[src/rtl/core/rth_pkg.sv]
package rth_pkg;

    typedef logic [1:0] t_lane;

    localparam int    NUM_LANES = 3;
    localparam t_lane LANE_HUE  = 2'd0;
    localparam t_lane LANE_SAT  = 2'd1;
    localparam t_lane LANE_LIT  = 2'd2;

endpackage

[src/rtl/core/rth_div_cell.sv]
module rth_div_cell #(
    parameter int W     = 29,
    parameter int Q     = 17,
    parameter int SHIFT = 0
) (
    input  logic                                 i_clk,
    input  logic                                 i_rst_n,
    input  logic                                 i_valid,
    output logic                                 o_ready,
    input  logic [rth_pkg::NUM_LANES-1:0][W-1:0] i_rem,
    input  logic [rth_pkg::NUM_LANES-1:0][W-1:0] i_den,
    input  logic [rth_pkg::NUM_LANES-1:0][Q-1:0] i_quot,
    output logic                                 o_valid,
    input  logic                                 i_ready,
    output logic [rth_pkg::NUM_LANES-1:0][W-1:0] o_rem,
    output logic [rth_pkg::NUM_LANES-1:0][W-1:0] o_den,
    output logic [rth_pkg::NUM_LANES-1:0][Q-1:0] o_quot
);
    import rth_pkg::*;

    logic                        r_valid;
    logic [NUM_LANES-1:0][W-1:0] r_rem;
    logic [NUM_LANES-1:0][W-1:0] r_den;
    logic [NUM_LANES-1:0][Q-1:0] r_quot;
    logic [NUM_LANES-1:0][W-1:0] n_rem;
    logic [NUM_LANES-1:0][Q-1:0] n_quot;

    assign o_ready = !r_valid || i_ready;
    assign o_valid = r_valid;
    assign o_rem   = r_rem;
    assign o_den   = r_den;
    assign o_quot  = r_quot;

    // one restoring step per lane against the divisor shifted to this bit
    always_comb begin
        n_rem  = i_rem;
        n_quot = i_quot;
        for (int l = 0; l < NUM_LANES; l++) begin
            if (i_rem[l] >= (i_den[l] << SHIFT)) begin
                n_rem[l]         = i_rem[l] - (i_den[l] << SHIFT);
                n_quot[l][SHIFT] = 1'b1;
            end
        end
    end

    always_ff @(posedge i_clk) begin
        if (!i_rst_n) begin
            r_valid <= 1'b0;
        end else if (o_ready) begin
            r_valid <= i_valid;
        end
    end

    always_ff @(posedge i_clk) begin
        if (o_ready) begin
            r_rem  <= n_rem;
            r_den  <= i_den;
            r_quot <= n_quot;
        end
    end
endmodule

[config.mk]
export PLATFORM = sky130hd
export DESIGN_NAME = rth_div_cell
export DESIGN_NICKNAME = d
export VERILOG_FILES = /design/src/rtl/core/rth_pkg.sv /design/src/rtl/core/rth_div_cell.sv
export SDC_FILE = /design/constraint.sdc
export NUM_CORES = 1
export LEC_CHECK = 0
export ABC_AREA = 0
export BUFFER_PORTS_ARGS = -buffer_cell sky130_fd_sc_hd__buf_2
export CELL_PAD_IN_SITES_DETAIL_PLACEMENT = 1
export CELL_PAD_IN_SITES_GLOBAL_PLACEMENT = 1
export CORE_ASPECT_RATIO = 0.5
export CORE_MARGIN = 5
export CORE_UTILIZATION = 38
export CTS_BUF_LIST = sky130_fd_sc_hd__clkbuf_4
export CTS_CLUSTER_SIZE = 12
export DETAILED_ROUTE_END_ITERATION = 10
export PLACE_DENSITY_LB_ADDON = 0.1
export SLEW_MARGIN = 20
export SYNTH_ARGS = -nofsm -noshare
export SYNTH_HDL_FRONTEND = slang
export SYNTH_SLANG_ARGS = --single-unit
[constraint.sdc]
create_clock -name i_clk -period 22.4 [get_ports i_clk]
set_input_delay 4.48 -clock i_clk [delete_from_list [all_inputs] [get_ports i_clk]]
set_output_delay 4.48 -clock i_clk [all_outputs]
set_load 0.005 [all_outputs]
==> flow_summary_export.csv <==
group,metric,value,unit
drt,ant_nets,0,
logic_synthesis,syn_avg_cell_area,11.3,um^2
drt,met2_length,22300,um
floorplan,rows,48,
critical_path,worstPathArrival,5.44,ns
logic_synthesis,syn_nets,1479,
logic_synthesis,ys_ff_latch,226,
cells_and_area,layoutNonFillerInstCount,2157,
drt,top_layer,"met5",
cells_and_area,final_common_cell,"buf_2",
grt,track_usage,20.7,%
timing,drv_slew,0,
grt,grt_antenna_before_repair,9,
placement,port_buffers,455,
placement,place_worst_setup_slack,12.46,ns
timing,final-hold-violation-count,0,
grt,grt_pass1_vias,11900,
drt,drt-met1-wl,16400,um
grt,grt_max_degree,176,
power,vdd_drop_max,0.0000425,V
critical_path,path_cells,"buf_2 > nand2b_4 > buf_2",
power,static-leakage-power,7.73,nW
drt,routed_wl,41700,um
floorplan,io_pins,456,
placement,gp_congestion,0.888,
logic_synthesis,synth-main-ff-cell,"edfxtp_1",
drt,vias,10900,
timing,tightest_slew,1.48,ns
clocking,clock-sinks,226,
power,p_per_area,71.2,nW/um^2
cells_and_area,drive_gt1_share,36.1,%
timing,period_needed,9.92,ns
drt,wire_per_inst,19.3,um
critical_path,reg2reg_depth,2,
outcome,outcome,"finished, final reports clean",
clocking,cts-resized-gates,0,
drt,wl_met3,1970,um
drt,dr.pass1.iters,4,
drt,route.detailed.drc,0,
timing,rsz0062_at_grt,"no",
critical_path,startpoint_type,"primary input",
clocking,clockBufferDepth,3,
timing,fmax,101,MHz
logic_synthesis,synth-edff-count,225,
clocking,clock_latency,0.69,ns
critical_path,max_stage_delay,0.60,ns
logic_synthesis,ys.warnings.count,0,
clocking,cts.reportedPaths.clkPinSlew,0.08,ns
logic_synthesis,synth_area,13100,um^2
cells_and_area,layout_common_cells,"buf_2, edfxtp_1, inv_1, a21oi_1, ha_1",
critical_path,worst_path_max_delay_cell,"nand2b_4",
critical_path,r2r_end,"o_den[17]",
cells_and_area,fin_nets,1955,
clocking,postCtsSetupRepairBufs,0,
placement,dp_hpwl,32400,um
cells_and_area,area_growth,25.9,%
logic_synthesis,ys_types,72,
critical_path,crit_path_max_fanout,53,
critical_path,r2r_slack,19.94,ns
critical_path,r2r-start,"o_valid",
floorplan,initial_core_util,38.3,%
logic_synthesis,async_reset_ff_share,0,%
logic_synthesis,ys_seq_area_share,51.6,%
clocking,h-tree-depth,2,
clocking,numCtsBuffers,55,
critical_path,crit_required,17.92,ns
timing,setup_viol,0,
grt,grt-ovfl-total,0,
grt,grt_pass1_wl,64600,um
timing,max-slew-margin-rel,1.56,%
drt,viasPerCell,5.05,
clocking,holdBufCountCts,0,
min_path,hold-path-cell-count,1,
timing,fin_crit_sh,44.3,%
floorplan,fp.coreArea,34300,um^2
timing,fin_ws,12.48,ns
logic_synthesis,netlist_instances,1160,
min_path,holdCritStartpoint,"o_valid",
clocking,cts_root_buffer,"clkbuf_4",
min_path,holdCritPathClass,"reg -> reg",
flow_run,cap_violations,0,
floorplan,dieArea,38600,um^2
placement,placed_cells,2054,
timing,tns,0,ns
timing,skew,0.0357,ns
floorplan,die_h,141,um
clocking,cts_tree,"yes",
critical_path,critPathMostFrequentCell,"buf_2",
placement,dpl_cell_area,15900,um^2
min_path,hold_end,"o_quot[14]",
critical_path,worstSetupPathType,"in -> out",
critical_path,cp-end-kind,"output pin",
drt,drt_iter0_markers,495,
floorplan,dieWidth,273,um
cells_and_area,fin_area,16600,um^2
[how the worst max path moves through the flow]
stage                        from  slack, ns       to
after CTS                 i_ready      12.47  o_ready
after global routing      i_ready      12.42  o_ready
after floorplan           i_ready       8.00  o_ready
after global placement    i_ready      12.48  o_ready
after detailed placement  i_ready      12.46  o_ready
final                     i_ready      12.48  o_ready
[power by group]
part | total, mW | internal, mW | switching, mW
clock network | 0.348 | 0.166 | 0.183
logic | 0.295 | 0.133 | 0.163
registers | 0.535 | 0.523 | 0.0126
total | 1.18 | 0.821 | 0.358
[per-layer routing]
layer,GRT usage [%],vias up
li1,-,5289
met1,23.5,5308
met2,39.5,204
met3,4.83,74
met4,5.14,8
met5,0,-
[stage by stage]
| step | util (%) | power [mW] | hold WS (ns) |
|---|---|---|---|
| 3_3_place_gp | 46.2 | 0.835 | 1.11 |
| 2_1_floorplan | - | 0.724 | 4.58 |
| 5_1_grt | 48.3 | 1.25 | 1.21 |
| 4_1_cts | 48.2 | 1.20 | 1.14 |
| 3_5_place_dp | 46.2 | 0.843 | 1.14 |
| 6_report | 48.3 | 1.18 | 1.12 |
[critical path, delay by kind of cell]
family                 cells  cell delay [ns]
and+or+nand+nor            1             0.60
buffers and inverters      2             0.33
[flip-flops by register name, indices dropped and copies added, names as in the netlist]
register	flops
o_quot	51
o_valid	1
o_rem	87
o_den	87
[area by class of cell]
cell class / instances / area [um^2]
fill: 3993 / 17700
sequential: 226 / 6780
multi-input combinational: 780 / 5740
timing repair buffer: 460 / 2330
clock buffer: 81 / 608
tap: 475 / 594
inverter: 113 / 424
clock inverter: 16 / 67.6
antenna: 6 / 15.0
[kinds of logic after synthesis]
family	share of synthesized area [%]
compound gates	15.9
flops	51.6
xor+xnor	4.33
mux	5.07
fa+ha+maj	8.74
simple gates	9.57
buf+inv	4.83
[Yosys cell counts, types with 9 or more instances]
master	n	area, um^2
edfxtp_1	225	6760
mux2_4	20	300
nand2_1	48	180
o31ai_1	13	97.6
buf_2	12	60.1
o21ai_0	53	265
clkbuf_1	20	75.1
o21a_1	15	113
a21o_1	47	353
inv_1	113	424
nand4_1	14	87.6
nor3_1	20	100
nor2_1	73	274
mux2_1	9	101
mux2_2	20	225
nand2b_1	16	100
xor2_1	30	263
ha_1	87	1090
nand3_1	31	155
xnor2_1	35	307
a21oi_1	108	541
(Power assumes the default switching activity.)
