## config.mk

```make
export PLATFORM = sky130hd
export DESIGN_NAME = rth_front
export DESIGN_NICKNAME = d
export VERILOG_FILES = /design/src/rtl/core/rth_pkg.sv /design/src/rtl/core/rth_front.sv
export SDC_FILE = /design/constraint.sdc
export NUM_CORES = 1
export LEC_CHECK = 0
export BUFFER_PORTS_ARGS = -buffer_cell sky130_fd_sc_hd__buf_2
export CORE_UTILIZATION = 30
export DETAILED_ROUTE_END_ITERATION = 8
export GPL_TIMING_DRIVEN = 0
export HOLD_SLACK_MARGIN = 0.06
export SETUP_SLACK_MARGIN = 0.3
export SLEW_MARGIN = 15
export SYNTH_ARGS = -nofsm -noshare
export SYNTH_HDL_FRONTEND = slang
export SYNTH_SLANG_ARGS = --single-unit
```

## constraint.sdc

```tcl
create_clock -name i_clk -period 17.2 [get_ports i_clk]
set_input_delay 0.86 -clock i_clk [delete_from_list [all_inputs] [get_ports i_clk]]
set_output_delay 0.86 -clock i_clk [all_outputs]
set_load 0.01 [all_outputs]
```

## src/rtl/core/rth_pkg.sv

```systemverilog
package rth_pkg;

    typedef logic [1:0] t_lane;

    localparam int    NUM_LANES = 3;
    localparam t_lane LANE_HUE  = 2'd0;
    localparam t_lane LANE_SAT  = 2'd1;
    localparam t_lane LANE_LIT  = 2'd2;

endpackage

```

## src/rtl/core/rth_front.sv

```systemverilog
module rth_front #(
    parameter int CB = 8,
    parameter int OB = 16,
    parameter int W  = CB + OB + 5
) (
    input  logic                                 i_clk,
    input  logic                                 i_rst_n,
    input  logic                                 i_valid,
    output logic                                 o_ready,
    input  logic [CB-1:0]                        i_red,
    input  logic [CB-1:0]                        i_green,
    input  logic [CB-1:0]                        i_blue,
    output logic                                 o_valid,
    input  logic                                 i_ready,
    output logic [rth_pkg::NUM_LANES-1:0][W-1:0] o_rem,
    output logic [rth_pkg::NUM_LANES-1:0][W-1:0] o_den
);
    import rth_pkg::*;

    localparam logic [CB:0] CH_MAX = {1'b0, {CB{1'b1}}};

    logic                          r_valid;
    logic [NUM_LANES-1:0][W-1:0]   r_rem;
    logic [NUM_LANES-1:0][W-1:0]   r_den;
    logic [NUM_LANES-1:0][W-1:0]   n_rem;
    logic [NUM_LANES-1:0][W-1:0]   n_den;
    logic [CB-1:0]                 mx;
    logic [CB-1:0]                 mn;
    logic [CB-1:0]                 chroma;
    logic [CB:0]                   sum;
    logic [CB:0]                   sden;
    logic [CB+2:0]                 hnum;

    assign o_ready = !r_valid || i_ready;
    assign o_valid = r_valid;
    assign o_rem   = r_rem;
    assign o_den   = r_den;

    always_comb begin
        mx = i_red;
        if (i_green > mx) mx = i_green;
        if (i_blue > mx)  mx = i_blue;
        mn = i_red;
        if (i_green < mn) mn = i_green;
        if (i_blue < mn)  mn = i_blue;
        chroma = mx - mn;
        sum    = {1'b0, mx} + {1'b0, mn};
        sden   = (sum >= CH_MAX) ? ((CH_MAX << 1) - sum) : sum;

        // hexcone sector numerator, red wins ties, then green
        if (mx == i_red) begin
            if (i_green >= i_blue) begin
                hnum = (CB+3)'(i_green) - (CB+3)'(i_blue);
            end else begin
                hnum = ((CB+3)'(chroma) << 2) + ((CB+3)'(chroma) << 1)
                     - (CB+3)'(i_blue) + (CB+3)'(i_green);
            end
        end else if (mx == i_green) begin
            hnum = ((CB+3)'(chroma) << 1) + (CB+3)'(i_blue) - (CB+3)'(i_red);
        end else begin
            hnum = ((CB+3)'(chroma) << 2) + (CB+3)'(i_red) - (CB+3)'(i_green);
        end

        // rounded divide: (2*num + den) / (2*den)
        if (chroma == '0) begin
            n_rem[LANE_HUE] = '0;
            n_den[LANE_HUE] = W'(1);
            n_rem[LANE_SAT] = '0;
            n_den[LANE_SAT] = W'(1);
        end else begin
            n_rem[LANE_HUE] = (W'(hnum) << (OB + 1))
                            + (W'(chroma) << 2) + (W'(chroma) << 1);
            n_den[LANE_HUE] = (W'(chroma) << 3) + (W'(chroma) << 2);
            n_rem[LANE_SAT] = (((W'(chroma) << OB) - W'(chroma)) << 1) + W'(sden);
            n_den[LANE_SAT] = W'(sden) << 1;
        end
        n_rem[LANE_LIT] = (((W'(sum) << OB) - W'(sum)) << 1) + (W'(CH_MAX) << 1);
        n_den[LANE_LIT] = W'(CH_MAX) << 2;
    end

    always_ff @(posedge i_clk) begin
        if (!i_rst_n) begin
            r_valid <= 1'b0;
        end else if (o_ready) begin
            r_valid <= i_valid;
        end
    end

    always_ff @(posedge i_clk) begin
        if (o_ready) begin
            r_rem <= n_rem;
            r_den <= n_den;
        end
    end
endmodule

```

==> impl_metrics.yaml <==
placed_design:
  place.gp.congestion: 0.908
  io_buffer_count: 128
  place_hpwl_um: 23400
setup_path:
  worstPathMaxFanout: 10
  cp_data_arrival_time_ns: 9.98
  critPathCaptureType: "register"
  criticalPathCategory: "in2reg"
  critPathRequiredTime_ns: 17.26
  cp_slowest_cell: "o21ai_0"
  worst_setup_path_start_kind: "primary input"
  cpMostUsedCell: "a21oi_1"
  slowest_delay_ns: 0.69
route:
  routed_wl_um: 29000
  via_count: 8910
  via_per_inst: 4.85
  ant_nets: 0
  drt_first_pass_iters: 6
  drcViolationCount: 0
  wl_per_cell_um: 15.8
  drt_iter0_markers: 566
status:
  status: "finished clean"
clock_network:
  clockBufferDepth: 2
  cts_hold_buf: 0
  root_buffer: "clkbuf_16"
  post-cts-setup-buffers: 0
  cts_sinks: 85
  cts.reportedPaths.clkPinSlew_ns: 0.06
  cts_resized: 0
  htree_levels: 3
  worstSkewPairLatency_ns: 0.35
  cts_made_buffers: 9
  cts_tree: "built"
timing:
  period_needed_ns: 9.93
  slew_violations: 0
  max_freq_mhz: 101
  final.setup.tns_ns: 0
  skew_ns: 0.00810
  rsz0062_at_grt: "false"
  slew_headroom: 0.162
  finalSetupViolCount: 0
  tightest_slew_ns: 1.25
  fin_crit_sh: 0.577
  finalHoldViolCount: 0
synth:
  ys.flop_type: "edfxtp_1"
  ys_top_cells_by_area: "edfxtp_1 24%, ha_1 13%, fa_1 6.7%, buf_4 6.5%, xnor2_1 5.5%"
  synthTopCellsByCount: "113 x ha_1, 99 x inv_1, 91 x buf_4, 85 x nor2_1, 84 x edfxtp_1"
  seq_area_frac_synth: 0.242
  synth_seq_cells: 85
  synth_edf_count: 84
  syn_inst: 1164
  yosys.area_share.xor_xnor: 0.0831
  synth_area_leader_cell: "edfxtp_1"
  synthSimpleGateAreaFrac: 0.142
  synth_fa_ha_area_frac: 0.201
  yosys.area.top_type_share: 0.240
  yosysWarningCount: 0
  synth_area_mm2: 0.0105
  synth_top_family_by_area: "adder cells"
  yosysUniqueCellTypes: 90
  synth_compound_area_frac: 0.190
  muxShareOfSynthArea: 0.0257
  synth_most_common_cell: "ha_1"
  syn_avg_cell_area_um2: 9.04
  synthArstFlopShare: 0
floorplan:
  ios: 204
  std_cell_rows: 68
  die_h_um: 189
  start_util: 0.305
  die_x_um: 189
  coreArea_mm2: 0.0345
  die_area_mm2: 0.0358
grt:
  grt_pass1_vias: 8328
  track_usage: 0.160
  grt_pass1_wl_um: 45300
  grt_start_max_net_pins: 64
  gr-total-overflow: 0
  antenna_found_initial: 0
cells_and_area:
  antenna_cells: 0
  layout-drive-gt1-share: 0.210
  layout.nets: 1554
  area_growth_pct: 17.1
run:
  cap_violations: 0
worst_hold_path:
  hp-class: "in2reg"
critical path: cells and delay by family:
kind | cells | cell delay [ns]
AO/OA/AOI/OAI | 18 | 4.84
XOR/XNOR | 1 | 0.33
adder cells (fa/ha/maj) | 4 | 1.34
buffers and inverters | 6 | 1.49
AND/OR/NAND/NOR | 9 | 1.11
layer usage:
| layer | track usage | wire length [µm] | up-vias |
|---|---|---|---|
| met3 | 0.0226 | 1880 | 25 |
| li1 | - | - | 4401 |
| met4 | 0.0440 | 374 | 0 |
| met2 | 0.253 | 13000 | 324 |
| met5 | 0 | 0 | - |
| met1 | 0.225 | 13700 | 4160 |
flip-flops by register name, indices dropped and copies added, names as in the netlist:
name,flops
o_rem,74
o_den,10
o_valid,1
cell usage in the layout (no fill, tap or decap), types with 5 or more instances in the layout:
master / n
inv_1: 99
nand2b_1: 12
a221oi_1: 5
clkbuf_1: 19
a31oi_1: 14
nor2_1: 85
a211oi_1: 14
conb_1: 76
a21oi_1: 75
nand3_1: 29
o21ai_0: 46
nand2_1: 57
or2_2: 5
a21o_1: 25
o2111ai_1: 6
o21a_1: 11
nor2b_1: 16
buf_2: 136
or3_1: 6
fa_1: 35
ha_1: 113
o22ai_1: 6
o211ai_1: 12
and2_1: 17
xor2_1: 22
o31ai_1: 9
nor4_1: 7
xnor2_1: 65
edfxtp_1: 84
o21bai_1: 8
nand4_1: 10
nor3_1: 33
clkbuf_16: 9
buf_4: 91
mux2i_1: 21
cells by family (layout without fill, tap and decap cells):
| family | count (synthesis) | count (layout) |
|---|---|---|
| simple gates | 300 | 300 |
| compound gates | 284 | 284 |
| buf+inv | 225 | 369 |
| fa+ha+maj | 148 | 148 |
| xor+xnor | 94 | 94 |
| flops | 85 | 85 |
| mux | 26 | 26 |
| other cells | 2 | 76 |
cell type report:
class                   instances  area, µm²
fillers                      3594      22200
flip-flops and latches         85       2540
repair buffers                129        668
clock buffers                  11        233
well taps                     455        569
clock inverters                 4       25.0
multi-input cells             928       7060
inverters                     101        379
plain buffers                 124        847
final timing paths:
kind | from | endpoint | slack, ns | depth (start not counted)
max | i_red[1] | o_rem[45]$_SDFFCE_PP0P_ | 7.27 | 38
min reg2reg | o_valid$_SDFFE_PN0P_ | o_valid$_SDFFE_PN0P_ | 0.83 | 2
min | i_valid | o_valid$_SDFFE_PN0P_ | 0.76 | 3
max reg2reg | o_valid$_SDFFE_PN0P_ | o_rem[70]$_DFFE_PP_ | 15.85 | 2
per-stage QoR:
| step | hold slack, ns | cell area (µm²) | setup slack (ns) | instances | util |
|---|---|---|---|---|---|
| 6_report | 0.761 | 12300 | 7.27 | 1837 | 0.357 |
| 5_1_grt | 0.768 | 12300 | 6.60 | 1837 | 0.357 |
| 4_1_cts | 0.751 | 12300 | 7.38 | 1837 | 0.357 |
| 3_5_place_dp | 0.883 | 12100 | 7.06 | 1822 | 0.349 |
| 3_3_place_gp | 1.12 | 12000 | 7.02 | 1821 | 0.348 |
| 2_1_floorplan | 0.999 | 10800 | 8.96 | 1238 | - |
Power is left out: the tool's default activity adds up to more than one toggle a clock period on the data nets, which glitch-free logic cannot reach.
